[config.mk]
export PLATFORM = sky130hd
export DESIGN_NAME = touch_grid_key_tracker_core_flat
export DESIGN_NICKNAME = d
export VERILOG_FILES = /design/src/hdl/tgk_pkg.sv /design/src/hdl/tgk_channels.sv /design/src/hdl/tgk_div.sv /design/src/hdl/tgk_ctrl.sv /design/src/hdl/tgk_dp.sv /design/src/hdl/touch_grid_key_tracker_core.sv /design/src/flat_wrapper.sv
export VERILOG_INCLUDE_DIRS = /design/src /design/src/hdl
export SDC_FILE = /design/constraint.sdc
export NUM_CORES = 1
export LEC_CHECK = 0
export BUFFER_PORTS_ARGS = -buffer_cell sky130_fd_sc_hd__buf_2
export CAP_MARGIN = 20
export CORE_ASPECT_RATIO = 1.25
export CORE_MARGIN = 8
export CORE_UTILIZATION = 62
export CTS_CLUSTER_DIAMETER = 50
export DETAILED_ROUTE_END_ITERATION = 7
export PLACE_DENSITY = 0.88
export SLEW_MARGIN = 20
export SYNTH_ARGS = -nofsm -noshare
export SYNTH_HDL_FRONTEND = slang
export SYNTH_SLANG_ARGS = --single-unit
[constraint.sdc]
create_clock -name clk -period 6.3 [get_ports clk]
set_clock_uncertainty 0.1 [all_clocks]
set_input_delay 0.63 -clock clk [delete_from_list [all_inputs] [get_ports clk]]
set_output_delay 0.63 -clock clk [all_outputs]
set_load 0.01 [all_outputs]
[src/hdl/touch_grid_key_tracker_core_defines.svh]
// assertion macros shared by the key tracker modules
`ifndef TOUCH_GRID_KEY_TRACKER_CORE_DEFINES_SVH
`define TOUCH_GRID_KEY_TRACKER_CORE_DEFINES_SVH

// same-cycle implication, checked on every rising edge outside reset
`define TGK_ASSERT_NOW(label, ante, cons, msg) \
    label: assert property (@(posedge clk) disable iff (!rst_n) (ante) |-> (cons)) \
        else $error(msg);

// next-cycle implication, checked on every rising edge outside reset
`define TGK_ASSERT_NEXT(label, ante, cons, msg) \
    label: assert property (@(posedge clk) disable iff (!rst_n) (ante) |=> (cons)) \
        else $error(msg);

`endif

[src/hdl/tgk_pkg.sv]
// shared constants, types and helper functions of the touch grid key tracker
package tgk_pkg;

    // grid geometry constants
    localparam int CELL_GAP  = 4;
    localparam int MAX_SIDE  = 8;

    // restoring divider step counts
    localparam int CS_STEPS  = 15;
    localparam int POS_STEPS = 3;
    localparam int CNT_W     = $clog2(CS_STEPS);

    // event kinds
    typedef enum logic [1:0] {
        FUNC_PRESS   = 2'd0,
        FUNC_STAY    = 2'd1,
        FUNC_RELEASE = 2'd2,
        FUNC_CLICK   = 2'd3
    } func_t;

    // configuration register indexes
    typedef enum logic [2:0] {
        REG_ORIGIN_X     = 3'd0,
        REG_ORIGIN_Y     = 3'd1,
        REG_GRID_WIDTH   = 3'd2,
        REG_GRID_HEIGHT  = 3'd3,
        REG_ROW_COUNT    = 3'd4,
        REG_COLUMN_COUNT = 3'd5,
        REG_EMPTY_MASK   = 3'd6
    } reg_index_t;

    // which division the shared divider runs
    typedef enum logic [1:0] {
        DIV_W = 2'd0,
        DIV_H = 2'd1,
        DIV_X = 2'd2,
        DIV_Y = 2'd3
    } div_sel_t;

    // controller states
    typedef enum logic [3:0] {
        ST_IDLE,
        ST_DIV_W,
        ST_LD_H,
        ST_DIV_H,
        ST_LD_X,
        ST_DIV_X,
        ST_LD_Y,
        ST_DIV_Y,
        ST_DECIDE
    } state_t;

    // controller to datapath commands
    typedef struct packed {
        logic     in_load;
        logic     div_load;
        div_sel_t div_sel;
        logic     div_step;
        logic     decide;
    } cmd_t;

    // datapath to controller status
    typedef struct packed {
        logic out_full;
    } stat_t;

    // saturate a row or column count to the largest supported side
    function automatic logic [3:0] eff_count(logic [3:0] n);
        return (n > 4'(MAX_SIDE)) ? 4'(MAX_SIDE) : n;
    endfunction

    // total width of the gap bands between n cells
    function automatic logic [16:0] gap_span(logic [3:0] n);
        logic [16:0] span;
        span = (n == 4'd0) ? 17'd0 : 17'((17'(n) - 17'd1) * 17'(CELL_GAP));
        return span;
    endfunction

endpackage

[src/hdl/tgk_channels.sv]
// handshake channel interfaces of the touch grid key tracker

// touch event channel
interface tgk_in_if;
    logic               valid;
    logic               ready;
    logic        [1:0]  func;
    logic signed [15:0] touch_x;
    logic signed [15:0] touch_y;

    modport source (output valid, output func, output touch_x, output touch_y,
                    input ready);
    modport sink   (input valid, input func, input touch_x, input touch_y,
                    output ready);
endinterface

// result channel
interface tgk_out_if;
    logic       valid;
    logic       ready;
    logic       consumed;
    logic       click_valid;
    logic [5:0] click_index;
    logic       redraw_valid;
    logic [5:0] redraw_index;

    modport source (output valid, output consumed, output click_valid,
                    output click_index, output redraw_valid, output redraw_index,
                    input ready);
    modport sink   (input valid, input consumed, input click_valid,
                    input click_index, input redraw_valid, input redraw_index,
                    output ready);
endinterface

// configuration write channel
interface tgk_cfg_if;
    logic        valid;
    logic        ready;
    logic [2:0]  index;
    logic [63:0] data;

    modport source (output valid, output index, output data, input ready);
    modport sink   (input valid, input index, input data, output ready);
endinterface

[src/hdl/tgk_div.sv]
// shared restoring divider, one quotient bit per cycle while step is high
module tgk_div (
    input  logic        clk,
    input  logic        load,
    input  logic        step,
    input  logic [15:0] dividend,
    input  logic [17:0] divisor,
    output logic [14:0] quotient,
    output logic [15:0] remainder
);
    logic [15:0] rem_reg, rem_next;
    logic [17:0] dsh_reg, dsh_next;
    logic [14:0] quo_reg, quo_next;
    logic [17:0] diff;
    logic        fits;

    // trial subtract of the shifted divisor
    always_comb
    begin
        diff     = {2'b00, rem_reg} - dsh_reg;
        fits     = ({2'b00, rem_reg} >= dsh_reg);
        rem_next = rem_reg;
        dsh_next = dsh_reg;
        quo_next = quo_reg;
        if (load)
        begin
            rem_next = dividend;
            dsh_next = divisor;
            quo_next = '0;
        end
        else if (step)
        begin
            rem_next = fits ? diff[15:0] : rem_reg;
            dsh_next = {1'b0, dsh_reg[17:1]};
            quo_next = {quo_reg[13:0], fits};
        end
    end

    // working registers
    always_ff @(posedge clk)
    begin
        rem_reg <= rem_next;
        dsh_reg <= dsh_next;
        quo_reg <= quo_next;
    end

    assign quotient  = quo_reg;
    assign remainder = rem_reg;

endmodule

[src/hdl/tgk_ctrl.sv]
// sequencer that steps the datapath through one touch event
`include "touch_grid_key_tracker_core_defines.svh"

module tgk_ctrl (
    input  logic           clk,
    input  logic           rst_n,
    input  logic           in_valid,
    output logic           in_ready,
    output tgk_pkg::cmd_t  cmd,
    input  tgk_pkg::stat_t stat
);
    import tgk_pkg::*;

    state_t            state_reg, state_next;
    logic [CNT_W-1:0]  cnt_reg, cnt_next;

    // state and step counter
    always_ff @(posedge clk or negedge rst_n)
    begin
        if (!rst_n)
        begin
            state_reg <= ST_IDLE;
            cnt_reg   <= '0;
        end
        else
        begin
            state_reg <= state_next;
            cnt_reg   <= cnt_next;
        end
    end

    // next state and commands
    always_comb
    begin
        state_next   = state_reg;
        cnt_next     = cnt_reg;
        cmd          = '0;
        cmd.div_sel  = DIV_W;
        in_ready     = (state_reg == ST_IDLE);
        unique case (state_reg)
            ST_IDLE:
            begin
                if (in_valid)
                begin
                    cmd.in_load  = 1'b1;
                    cmd.div_load = 1'b1;
                    cmd.div_sel  = DIV_W;
                    cnt_next     = CNT_W'(CS_STEPS - 1);
                    state_next   = ST_DIV_W;
                end
            end
            ST_DIV_W:
            begin
                cmd.div_step = 1'b1;
                cnt_next     = cnt_reg - 1'b1;
                if (cnt_reg == '0)
                    state_next = ST_LD_H;
            end
            ST_LD_H:
            begin
                cmd.div_load = 1'b1;
                cmd.div_sel  = DIV_H;
                cnt_next     = CNT_W'(CS_STEPS - 1);
                state_next   = ST_DIV_H;
            end
            ST_DIV_H:
            begin
                cmd.div_step = 1'b1;
                cnt_next     = cnt_reg - 1'b1;
                if (cnt_reg == '0)
                    state_next = ST_LD_X;
            end
            ST_LD_X:
            begin
                cmd.div_load = 1'b1;
                cmd.div_sel  = DIV_X;
                cnt_next     = CNT_W'(POS_STEPS - 1);
                state_next   = ST_DIV_X;
            end
            ST_DIV_X:
            begin
                cmd.div_step = 1'b1;
                cnt_next     = cnt_reg - 1'b1;
                if (cnt_reg == '0)
                    state_next = ST_LD_Y;
            end
            ST_LD_Y:
            begin
                cmd.div_load = 1'b1;
                cmd.div_sel  = DIV_Y;
                cnt_next     = CNT_W'(POS_STEPS - 1);
                state_next   = ST_DIV_Y;
            end
            ST_DIV_Y:
            begin
                cmd.div_step = 1'b1;
                cnt_next     = cnt_reg - 1'b1;
                if (cnt_reg == '0)
                    state_next = ST_DECIDE;
            end
            ST_DECIDE:
            begin
                if (!stat.out_full)
                begin
                    cmd.decide = 1'b1;
                    state_next = ST_IDLE;
                end
            end
            default:
            begin
                state_next = ST_IDLE;
            end
        endcase
    end

    // checks
    `TGK_ASSERT_NOW(a_decide_free, cmd.decide, !stat.out_full, "decide into a full result word")
    `TGK_ASSERT_NEXT(a_accept_starts, in_valid && in_ready,
        state_reg == ST_DIV_W && cnt_reg == CNT_W'(CS_STEPS - 1), "accept did not start division")
    `TGK_ASSERT_NEXT(a_width_div_len, state_reg == ST_DIV_W && cnt_reg == '0,
        state_reg == ST_LD_H, "width division overran")

endmodule

[src/hdl/tgk_dp.sv]
// datapath: configuration, hit test arithmetic, key tracking and result word
`include "touch_grid_key_tracker_core_defines.svh"

module tgk_dp (
    input  logic               clk,
    input  logic               rst_n,
    input  logic        [1:0]  func,
    input  logic signed [15:0] touch_x,
    input  logic signed [15:0] touch_y,
    tgk_out_if.source          results,
    tgk_cfg_if.sink            cfg,
    input  tgk_pkg::cmd_t      cmd,
    output tgk_pkg::stat_t     stat
);
    import tgk_pkg::*;

    // configuration registers
    logic signed [15:0] origin_x_reg, origin_y_reg;
    logic [14:0]        width_reg, height_reg;
    logic [3:0]         rows_reg, cols_reg;
    logic [63:0]        empty_reg;

    // event and intermediate registers
    func_t              func_reg;
    logic signed [15:0] px_reg, py_reg;
    logic [14:0]        cw_reg, ch_reg;
    logic               cw_ok_reg, ch_ok_reg;
    logic               miss_x_reg, miss_y_reg, x_ok_reg;
    logic [2:0]         col_reg;

    // tracker state
    logic               armed_valid_reg, armed_valid_next;
    logic [5:0]         armed_index_reg, armed_index_next;
    logic               key_held_reg, key_held_next;

    // result word
    logic               out_full_reg;
    logic               consumed_reg, consumed_next;
    logic               click_reg, click_next;
    logic [5:0]         click_idx_reg, click_idx_next;
    logic               redraw_reg, redraw_next;
    logic [5:0]         redraw_idx_reg, redraw_idx_next;

    // combinational terms
    logic [3:0]         rows_eff, cols_eff;
    logic [16:0]        num_w, num_h;
    logic               bad_w, bad_h;
    logic [15:0]        dx, dy;
    logic signed [16:0] rx, ry;
    logic               miss_x, miss_y;
    logic [15:0]        div_dividend;
    logic [17:0]        div_divisor;
    logic [14:0]        quo;
    logic [15:0]        rem;
    logic               y_ok, hit, fits, empty;
    logic [2:0]         row;
    logic [6:0]         idx_full;
    logic [5:0]         hit_index;
    logic [6:0]         cell_total;

    // geometry from configuration
    always_comb
    begin
        rows_eff = eff_count(rows_reg);
        cols_eff = eff_count(cols_reg);
        num_w    = {2'b00, width_reg} - gap_span(cols_eff);
        num_h    = {2'b00, height_reg} - gap_span(rows_eff);
        bad_w    = (cols_eff == 4'd0) || num_w[16] || (num_w == 17'd0);
        bad_h    = (rows_eff == 4'd0) || num_h[16] || (num_h == 17'd0);
        dx       = {1'b0, cw_reg} + 16'(CELL_GAP);
        dy       = {1'b0, ch_reg} + 16'(CELL_GAP);
        rx       = {px_reg[15], px_reg} - {origin_x_reg[15], origin_x_reg};
        ry       = {py_reg[15], py_reg} - {origin_y_reg[15], origin_y_reg};
        miss_x   = rx[16] || ({3'b000, rx[15:0]} >= {dx, 3'b000});
        miss_y   = ry[16] || ({3'b000, ry[15:0]} >= {dy, 3'b000});
    end

    // divider operand select
    always_comb
    begin
        case (cmd.div_sel)
            DIV_W:
            begin
                div_dividend = num_w[15:0];
                div_divisor  = {cols_eff, 14'd0};
            end
            DIV_H:
            begin
                div_dividend = num_h[15:0];
                div_divisor  = {rows_eff, 14'd0};
            end
            DIV_X:
            begin
                div_dividend = rx[15:0];
                div_divisor  = {dx, 2'b00};
            end
            default:
            begin
                div_dividend = ry[15:0];
                div_divisor  = {dy, 2'b00};
            end
        endcase
    end

    tgk_div u_div (
        .clk       (clk),
        .load      (cmd.div_load),
        .step      (cmd.div_step),
        .dividend  (div_dividend),
        .divisor   (div_divisor),
        .quotient  (quo),
        .remainder (rem)
    );

    // configuration writes
    assign cfg.ready = 1'b1;

    always_ff @(posedge clk or negedge rst_n)
    begin
        if (!rst_n)
        begin
            origin_x_reg <= '0;
            origin_y_reg <= '0;
            width_reg    <= '0;
            height_reg   <= '0;
            rows_reg     <= '0;
            cols_reg     <= '0;
            empty_reg    <= '1;
        end
        else if (cfg.valid)
        begin
            unique case (cfg.index)
                REG_ORIGIN_X:     origin_x_reg <= cfg.data[15:0];
                REG_ORIGIN_Y:     origin_y_reg <= cfg.data[15:0];
                REG_GRID_WIDTH:   width_reg    <= cfg.data[14:0];
                REG_GRID_HEIGHT:  height_reg   <= cfg.data[14:0];
                REG_ROW_COUNT:    rows_reg     <= cfg.data[3:0];
                REG_COLUMN_COUNT: cols_reg     <= cfg.data[3:0];
                REG_EMPTY_MASK:   empty_reg    <= cfg.data;
                default:          ;
            endcase
        end
    end

    // event capture and per-axis results as each division finishes
    always_ff @(posedge clk)
    begin
        if (cmd.in_load)
        begin
            func_reg <= func_t'(func);
            px_reg   <= touch_x;
            py_reg   <= touch_y;
        end
        if (cmd.div_load)
        begin
            case (cmd.div_sel)
                DIV_H:
                begin
                    cw_reg    <= quo;
                    cw_ok_reg <= !bad_w && (quo != 15'd0);
                end
                DIV_X:
                begin
                    ch_reg     <= quo;
                    ch_ok_reg  <= !bad_h && (quo != 15'd0);
                    miss_x_reg <= miss_x;
                end
                DIV_Y:
                begin
                    col_reg    <= quo[2:0];
                    x_ok_reg   <= !miss_x_reg && ({1'b0, quo[2:0]} < cols_eff)
                                  && (rem < {1'b0, cw_reg});
                    miss_y_reg <= miss_y;
                end
                default: ;
            endcase
        end
    end

    // hit test close-out and key tracking
    always_comb
    begin
        row        = quo[2:0];
        y_ok       = !miss_y_reg && ({1'b0, row} < rows_eff) && (rem < {1'b0, ch_reg});
        hit        = cw_ok_reg && ch_ok_reg && x_ok_reg && y_ok;
        idx_full   = 7'({4'b0000, row} * {3'b000, cols_eff}) + {4'b0000, col_reg};
        hit_index  = idx_full[5:0];
        empty      = empty_reg[hit_index];
        cell_total = 7'({3'b000, rows_eff} * {3'b000, cols_eff});
        fits       = cw_ok_reg && ch_ok_reg && ({1'b0, armed_index_reg} < cell_total);

        armed_valid_next = armed_valid_reg;
        armed_index_next = armed_index_reg;
        key_held_next    = key_held_reg;
        consumed_next    = 1'b0;
        click_next       = 1'b0;
        click_idx_next   = '0;
        redraw_next      = 1'b0;
        redraw_idx_next  = '0;
        case (func_reg)
            FUNC_PRESS:
            begin
                if (hit && !empty)
                begin
                    armed_valid_next = 1'b1;
                    armed_index_next = hit_index;
                    key_held_next    = 1'b1;
                    redraw_next      = 1'b1;
                    redraw_idx_next  = hit_index;
                    consumed_next    = 1'b1;
                end
                else
                begin
                    armed_valid_next = 1'b0;
                    key_held_next    = 1'b0;
                end
            end
            FUNC_STAY:
            begin
                if (armed_valid_reg)
                begin
                    if (!hit || (hit_index != armed_index_reg))
                    begin
                        if (key_held_reg)
                        begin
                            key_held_next = 1'b0;
                            if (fits)
                            begin
                                redraw_next     = 1'b1;
                                redraw_idx_next = armed_index_reg;
                            end
                        end
                        armed_valid_next = 1'b0;
                    end
                    consumed_next = 1'b1;
                end
            end
            FUNC_RELEASE:
            begin
                if (key_held_reg)
                begin
                    key_held_next = 1'b0;
                    if (armed_valid_reg && fits)
                    begin
                        redraw_next     = 1'b1;
                        redraw_idx_next = armed_index_reg;
                    end
                end
                consumed_next = armed_valid_reg;
            end
            default:
            begin
                if (hit && armed_valid_reg && (hit_index == armed_index_reg) && !empty)
                begin
                    click_next     = 1'b1;
                    click_idx_next = hit_index;
                    consumed_next  = 1'b1;
                end
                armed_valid_next = 1'b0;
            end
        endcase
    end

    // tracker state and result valid
    always_ff @(posedge clk or negedge rst_n)
    begin
        if (!rst_n)
        begin
            armed_valid_reg <= 1'b0;
            armed_index_reg <= '0;
            key_held_reg    <= 1'b0;
            out_full_reg    <= 1'b0;
        end
        else if (cmd.decide)
        begin
            armed_valid_reg <= armed_valid_next;
            armed_index_reg <= armed_index_next;
            key_held_reg    <= key_held_next;
            out_full_reg    <= 1'b1;
        end
        else if (results.ready)
        begin
            out_full_reg <= 1'b0;
        end
    end

    // result payload
    always_ff @(posedge clk)
    begin
        if (cmd.decide)
        begin
            consumed_reg   <= consumed_next;
            click_reg      <= click_next;
            click_idx_reg  <= click_idx_next;
            redraw_reg     <= redraw_next;
            redraw_idx_reg <= redraw_idx_next;
        end
    end

    assign results.valid        = out_full_reg;
    assign results.consumed     = consumed_reg;
    assign results.click_valid  = click_reg;
    assign results.click_index  = click_idx_reg;
    assign results.redraw_valid = redraw_reg;
    assign results.redraw_index = redraw_idx_reg;
    assign stat.out_full        = out_full_reg;

    // checks
    `TGK_ASSERT_NEXT(a_decide_fills, cmd.decide, out_full_reg, "decide left result word empty")
    `TGK_ASSERT_NOW(a_click_consumed, results.valid && results.click_valid,
        results.consumed, "click reported on an event not consumed")
    `TGK_ASSERT_NOW(a_single_report, results.valid,
        !(results.click_valid && results.redraw_valid), "click and redraw in one word")

endmodule

[src/hdl/touch_grid_key_tracker_core.sv]
// Touch grid key tracker top level. Each touch event word runs through one
// shared restoring divider, one quotient bit per cycle while a division
// steps: 15 bits each for cell width and cell height, 3 each for the column
// and row. The width division is loaded on the accept, each later division
// in a load state of its own, and a decision state ends the event. The
// result word sits in an output register; the next event is accepted while
// it waits, and that event only stalls at its decision cycle if the earlier
// word is still not taken. Configuration writes are taken in any cycle and
// must only be issued while no event is in flight.
module touch_grid_key_tracker_core (
    input logic       clk,
    input logic       rst_n,
    tgk_in_if.sink    events,
    tgk_out_if.source results,
    tgk_cfg_if.sink   cfg
);
    import tgk_pkg::*;

    cmd_t  cmd;
    stat_t stat;
    logic  in_ready;

    assign events.ready = in_ready;

    // sequencer
    tgk_ctrl u_ctrl (
        .clk      (clk),
        .rst_n    (rst_n),
        .in_valid (events.valid),
        .in_ready (in_ready),
        .cmd      (cmd),
        .stat     (stat)
    );

    // arithmetic, state and result word
    tgk_dp u_dp (
        .clk     (clk),
        .rst_n   (rst_n),
        .func    (events.func),
        .touch_x (events.touch_x),
        .touch_y (events.touch_y),
        .results (results),
        .cfg     (cfg),
        .cmd     (cmd),
        .stat    (stat)
    );

endmodule

[src/flat_wrapper.sv]
// flat-port wrapper written by rule: the top's interface ports become plain ports
module touch_grid_key_tracker_core_flat import tgk_pkg::*;
  (clk, rst_n, events_valid, events_func, events_touch_x, events_touch_y, events_ready, results_valid, results_consumed, results_click_valid, results_click_index, results_redraw_valid, results_redraw_index, results_ready, cfg_valid, cfg_index, cfg_data, cfg_ready);
  tgk_in_if events_i ();
  tgk_out_if results_i ();
  tgk_cfg_if cfg_i ();
  input logic clk;
  input logic rst_n;
  input wire logic [$bits(events_i.valid)-1:0] events_valid;
  input wire logic [$bits(events_i.func)-1:0] events_func;
  input wire logic [$bits(events_i.touch_x)-1:0] events_touch_x;
  input wire logic [$bits(events_i.touch_y)-1:0] events_touch_y;
  output wire logic [$bits(events_i.ready)-1:0] events_ready;
  output wire logic [$bits(results_i.valid)-1:0] results_valid;
  output wire logic [$bits(results_i.consumed)-1:0] results_consumed;
  output wire logic [$bits(results_i.click_valid)-1:0] results_click_valid;
  output wire logic [$bits(results_i.click_index)-1:0] results_click_index;
  output wire logic [$bits(results_i.redraw_valid)-1:0] results_redraw_valid;
  output wire logic [$bits(results_i.redraw_index)-1:0] results_redraw_index;
  input wire logic [$bits(results_i.ready)-1:0] results_ready;
  input wire logic [$bits(cfg_i.valid)-1:0] cfg_valid;
  input wire logic [$bits(cfg_i.index)-1:0] cfg_index;
  input wire logic [$bits(cfg_i.data)-1:0] cfg_data;
  output wire logic [$bits(cfg_i.ready)-1:0] cfg_ready;
  assign events_i.valid = events_valid;
  assign events_i.func = events_func;
  assign events_i.touch_x = events_touch_x;
  assign events_i.touch_y = events_touch_y;
  assign events_ready = events_i.ready;
  assign results_valid = results_i.valid;
  assign results_consumed = results_i.consumed;
  assign results_click_valid = results_i.click_valid;
  assign results_click_index = results_i.click_index;
  assign results_redraw_valid = results_i.redraw_valid;
  assign results_redraw_index = results_i.redraw_index;
  assign results_i.ready = results_ready;
  assign cfg_i.valid = cfg_valid;
  assign cfg_i.index = cfg_index;
  assign cfg_i.data = cfg_data;
  assign cfg_ready = cfg_i.ready;
  touch_grid_key_tracker_core u_core (.clk(clk), .rst_n(rst_n), .events(events_i), .results(results_i), .cfg(cfg_i));
endmodule
[Yosys cells after proc, flatten, opt, wreduce, memory -nomap -nowiden]
Cells that the tools add are included.
Cells by class
  equal/unequal tests: 29
  reductions and logical operators: 63
  muxes and demuxes: 55
  multiply operators: 2
  add/sub/neg operators: 11
  bitwise gates (word level): 2
  $lt $le $gt $ge: 11
Operators by type and width (count)
  18-bit one-hot mux with 3 select lines: 1
  16-bit two-way mux: 3
  16-bit one-hot mux with 3 select lines: 1
  6-bit two-way mux: 7
  4-bit two-way mux: 10
  16-bit by 19-bit greater-or-equal comparator with 1-bit output: 2
  18-bit two-way mux: 2
  4-bit one-hot mux with 9 select lines: 1
  17-bit logical NOT: 2
  17-bit two-way mux: 2
  15-bit by 17-bit subtractor with 17-bit output: 2
  16-bit by 16-bit subtractor with 17-bit output: 2
  15-bit by 3-bit adder with 16-bit output (second input constant): 2
  16-bit by 15-bit < comparator with 1-bit output: 2
  2-bit AND reduction: 13
  1-bit two-way mux: 20
  16-bit by 18-bit greater-or-equal comparator with 1-bit output: 1
  6-bit one-hot mux with 3 select lines: 1
  4-bit by 3-bit == test with 1-bit output (second input constant): 4
  4-bit logical NOT: 4
  2-bit != test (second input constant): 8
  4-bit one-hot mux with 4 select lines: 1
  16-bit subtractor: 1
  1-bit logical AND: 15
  37 further kinds: 66
Storage, ports and cells
  output and inout bits: 18
  input bits: 106
  register bits: 287
  logic and storage cells: 205

[Logic depth before layout (Yosys ltp)]
  depth in word-level cells: 11
  gate-level depth with buffers: 18
  gate-level depth less buffers: 18

[Hierarchy]
Synthesis repeated with hierarchy kept, for this count alone.
Unflattened totals
  cell total of the unflattened synthesis: 1739
  area total of the unflattened synthesis: 18626.6 um2
By module, submodules not included
  tgk_dp: area each 15232.1 um2, cells an instance 1391, instances 1, seq. area each 6271.0 um2
  tgk_div: area each 2902.8 um2, cells an instance 298, instances 1, seq. area each 1321.3 um2
  tgk_ctrl: area each 491.7 um2, cells an instance 50, instances 1, seq. area each 200.2 um2

[Least setup slack after synthesis]
Ideal clock, no wire load.
  path type: reg2reg
  start point: register u_core.u_dp.cols_reg[3]
  end point: register u_core.u_dp.armed_index_reg[0]
  arrival time: 5008 ps
  data required time: 6075 ps
  buffers on the path: 2
  setup slack: 1067 ps
  setup time: 125 ps
  stages on the path, launching flop included: 18
  period minus slack after synthesis: 5233 ps
  path through: dfrtp_1 > clkbuf_1 > inv_1 > nand2_1 > inv_1 > ha_1 > inv_1 > fa_1 > inv_1 > fa_1 > fa_1 > clkbuf_1 > mux4_2 > mux4_2 > mux4_2 > nor4_4 > nand2_2 > mux2_2
On the way
  cells in the longest elaborated chain, start to end: 9
RTL lines
  from (decl): RTL line tgk_dp.sv:20  | logic [3:0] rows_reg, cols_reg;
  from (signal assigned): RTL line tgk_dp.sv:138  | REG_COLUMN_COUNT: cols_reg <= cfg.data[3:0];
  4-bit > comparator: RTL line tgk_pkg.sv:69  | return (n > 4'(MAX_SIDE)) ? 4'(MAX_SIDE) : n;
  4-bit two-way mux: RTL line tgk_pkg.sv:69
  3-bit by 4-bit multiplier with 6-bit output: RTL line tgk_dp.sv:186  | idx_full = 7'({4'b0000, row} * {3'b000, cols_eff}) + {4'b0000, col_reg};
  6-bit by 3-bit adder with 6-bit output: RTL line tgk_dp.sv:186
  named net u_core.u_dp.idx_full[2]: RTL line tgk_dp.sv:57  | logic [6:0] idx_full;
  1-bit binary-select mux with 6-bit select: RTL line tgk_dp.sv:188  | empty = empty_reg[hit_index];
  1-bit two-way mux (implied by the code): RTL line tgk_dp.sv:188
  1-bit logical NOT: RTL line tgk_dp.sv:203  | if (hit && !empty)
  1-bit logical AND: RTL line tgk_dp.sv:203
  3-bit AND reduction (no line)
  to (signal assigned): RTL line tgk_dp.sv:277  | armed_index_reg <= armed_index_next;
  to (decl): RTL line tgk_dp.sv:33  | logic [5:0] armed_index_reg, armed_index_next;
The timed path passes the listed nets, and every way through them passes these cells. The select of a mux whose other input is x is not followed.
A chain may end at the register's enable or synchronous reset.

[Worst setup path after layout]
  start point: register u_core.u_dp.cols_reg[3]
  end point: register u_core.u_dp.redraw_idx_reg[1], in the netlist u_core.u_dp.results.redraw_index[1] (data pin)
On the way
  cells in the longest elaborated chain, start to end: 10
  elaborated cells on any way between the ends: 22
  those cells by class: add/sub: 1; mul: 2; order compare: 2; eq/ne: 1; mux: 11; reduce/logical: 5
RTL lines
  4-bit > comparator (*): RTL line tgk_pkg.sv:69
  4-bit two-way mux (*): RTL line tgk_pkg.sv:69
  3-bit by 4-bit multiplier with 6-bit output (*): RTL line tgk_dp.sv:186
  6-bit by 3-bit adder with 6-bit output (*): RTL line tgk_dp.sv:186
  named net u_core.u_dp.idx_full[2]: RTL line tgk_dp.sv:57
  1-bit binary-select mux with 6-bit select: RTL line tgk_dp.sv:188
  1-bit two-way mux (implied by the code): RTL line tgk_dp.sv:188
  1-bit logical NOT: RTL line tgk_dp.sv:203
  1-bit logical AND: RTL line tgk_dp.sv:203
  6-bit two-way mux: RTL line tgk_dp.sv:203
  6-bit one-hot mux with 3 select lines (*): RTL line tgk_dp.sv:200  | case (func_reg)
  named net u_core.u_dp.redraw_idx_next[1]: RTL line tgk_dp.sv:42  | logic [5:0] redraw_idx_reg, redraw_idx_next;
  to (signal assigned): RTL line tgk_dp.sv:296  | redraw_idx_reg <= redraw_idx_next;
  to (decl): RTL line tgk_dp.sv:42
Mark *: on every way through the listed nets, which the timed path passes. The rest lies on a longest branch. The select of a mux whose other input is x is not followed.

==> results.md <==
* Outcome: complete, no violations
* R2r worst-path depth at 16
* Worst R2R Setup Slack at between 0.6 and 0.7 ns
* Post-CTS setup buffers at 0
* Clock sinks at 287
* Worst-path clk slew at about 0.07 ns
* CTS Root Buffer Type: clkbuf_16
* Fin. Hold Viols at 0
* Post-DP HPWL at roughly 40 mm
* Layout Area Growth over Synthesis at 11.8%
* Initial Utilization at approximately 62%
* Rows at 70
* CP Max Fanout at 20
* Antenna Nets Post-Route at 0
* Met3 wire len at a little over 4 mm
* Met2 wire len at roughly 26 mm
* Vias in the first global route at between 10,000 and 15,000
* Final slew viol count at 0
* Initial DRC count at 1,468
* Final Setup Violations at 0
* Cts repair resizes at 0
* CP Launch Type: flip-flop
* Final WL at between 50 and 60 mm
* Flip-flop count of the largest register after layout at 64
* Synth Instances at around 1,700
* Count leader, synth: ha_1
* Peak supply drop at slightly below 0.3 mV
* Tot GR Track Use at a little under a third
* Worst min path class: input port to async pin
* Die area at roughly 35,000 µm²
* Fin crit share at 90.2%
* Dominant synthesized flop cell: edfxtp_1
* Maxcap violations at 0
* CP Data Required Time at approximately 6.6 ns
* Top-area cell type share of the netlist area at between 20% and 30%
* CTS Hold Bufs at 0
* # IOs at between 100 and 150
* Metal-1 WL at around 19 mm
* Max layer used: met4
* H-tree depth at 1
* Critical Path End Type: flip-flop
* Routed len/inst at ~23 µm
* Total grt overflow at 0
* Setup WS post-layout at between 0.6 and 0.7 ns
* Syn avg cell area at ~11 µm²
* Unrepaired setup endpoints after global routing: false
* Initial antenna violation count at 0
* Die Ht at slightly above 200 µm
* Slew @ Worst Pin at roughly 0.93 ns
* Setup Slack @ Placement at around 0.71 ns
* Commonest cells post-synth: 170 x ha_1, 157 x nand2_1, 128 x inv_1
* Number of diodes at 0
* FF-to-FF Start: u_core.u_dp.cols_reg[3]$_DFFE_PN0P_
* Synth area leader: edfxtp_1
* Power per standard cell area at around 470 nW/µm²
* Worst-Skew Late Latency at roughly 0.58 ns
* EDFF count, synth at ~120
* GP Congestion at around 1
* Reg2reg end: u_core.u_dp.results.redraw_index[1]$_DFFE_PP_
* Seq cells post-synth at between 200 and 300
* Clk buf depth at 3
* Drt first pass iters at 6
* Worst setup path class: flip-flop to flip-flop
* Setup TNS at 0 ns
* Final worst path period need at roughly 5.7 ns
* CTS buffer count at 30
* Ys async rst share at between 50% and 60%
* Vias per Instance at between 6 and 7
* # DRC at 0
* CTS tree: done
* Number of distinct library cells after synthesis at just over 80
* Final net count at approximately 2,100
* Largest net degree at the start of global routing at 90
* DIE WIDTH at 169 µm
* Synthesized cell area at ~18,000 µm²
* Post-synthesis sequential area ratio at 43.1%
* DR vias at 14,400
* Share of cells above drive strength 1 at between 20% and 30%
* Fmax at 0.176 GHz
* PortBufs at ~120
* Leakage Power at between 8 and 9 nW
* Synth Warn # at 0
* CP Data Arrival Time at ~6 ns
* Core area at 29,000 µm²
* Ranking of synthesized cells by area: edfxtp_1 20%, dfrtp_1 12%, ha_1 12%, dfstp_2 9.3%, mux2_2 6.9%
* Worst slew margin at a little under two fifths
* Global-route wire length before repair at between 80 and 90 mm
critical path: stages (launching register included):
cell and delay (ns):
dfrtp_1 0.51, inv_1 0.19, nand2_1 0.20, inv_1 0.18
ha_1 0.17, inv_1 0.05, fa_1 0.50, inv_1 0.06
fa_1 0.53, fa_1 0.55, buf_4 0.29, mux4_2 0.36
mux4_2 0.50, mux4_2 0.56, nor4_4 0.28, and2b_1 0.32
a22o_1 0.19
kinds of logic after synthesis:
family	synth area share (%)
AND/OR/NAND/NOR	11.6
other	0.0208
buffers and inverters	3.77
XOR/XNOR	4.46
AO/OA/AOI/OAI	13.7
adder cells (fa/ha/maj)	13.2
multiplexers	10.1
flip-flops	43.1
layout by cell type (no fill, tap or decap), types with 12 or more instances in the layout:
master	Yosys	final
edfxtp_1	121	121
buf_2	2	121
clkbuf_16	0	31
xor2_1	27	27
mux4_2	23	23
nand3_1	26	26
mux2_2	110	110
fa_1	13	13
dfrtp_1	87	87
conb_1	1	12
nor2_1	102	101
inv_1	128	128
nand2b_1	20	20
o21ai_0	103	103
a21o_1	30	30
nand4_1	13	13
dfstp_2	64	64
nor3_1	32	31
a21oi_1	84	84
nor2b_1	22	22
ha_1	170	169
xnor2_1	65	65
nand2_1	157	157
buf_4	1	14
o21a_1	22	22
dfxtp_1	15	15
metrics by stage:
stage / utilization [%] / instances / hold WS, ns / power, mW / area [µm²]
after floorplan: - / 1712 / 0.234 / 6.17 / 18100
after global placement: 66.1 / 2197 / 0.386 / 7.41 / 19200
after detailed placement: 66.1 / 2197 / 0.392 / 7.58 / 19200
after CTS: 69.6 / 2253 / 0.0476 / 9.42 / 20200
after global routing: 69.7 / 2254 / 0.0842 / 10.1 / 20200
final: 69.7 / 2254 / 0.0195 / 9.56 / 20200
per-layer routing:
layer  up-vias  track usage [%]
li1       6458                -
met1      7003             35.3
met2       744             51.8
met3       213             5.23
met4         0             17.5
met5         -                0
worst max-delay path by stage:
stage	from	end	slack [ns]
CTS	u_core.u_dp.cols_reg[3]$_DFFE_PN0P_	u_core.u_dp.armed_index_reg[5]$_DFFE_PN0P_	0.67
global placement	u_core.u_dp.cols_reg[3]$_DFFE_PN0P_	u_core.u_dp.armed_index_reg[0]$_DFFE_PN0P_	0.86
detailed placement	u_core.u_dp.cols_reg[3]$_DFFE_PN0P_	u_core.u_dp.armed_index_reg[5]$_DFFE_PN0P_	0.71
floorplan	u_core.u_dp.cols_reg[3]$_DFFE_PN0P_	u_core.u_dp.armed_index_reg[0]$_DFFE_PN0P_	1.07
finish	u_core.u_dp.cols_reg[3]$_DFFE_PN0P_	u_core.u_dp.results.redraw_index[1]$_DFFE_PP_	0.62
global route	u_core.u_dp.cols_reg[3]$_DFFE_PN0P_	u_core.u_dp.armed_index_reg[5]$_DFFE_PN0P_	0.38
where the power goes:
group,total [mW],switching [mW],internal (mW)
combinational,4.76,2.86,1.90
clock,1.80,0.794,1.01
sequential,3.00,0.375,2.62
total,9.56,4.03,5.53
area by class of cell:
type / count / area [µm²]
multi-input cells: 1245 / 9660
fillers: 2066 / 8800
flip-flops and latches: 287 / 7790
clock buffers: 40 / 851
repair buffers: 137 / 742
inverters: 133 / 499
well taps: 396 / 495
clock inverters: 16 / 153
Note: power is estimated with default switching activity, not from simulation.
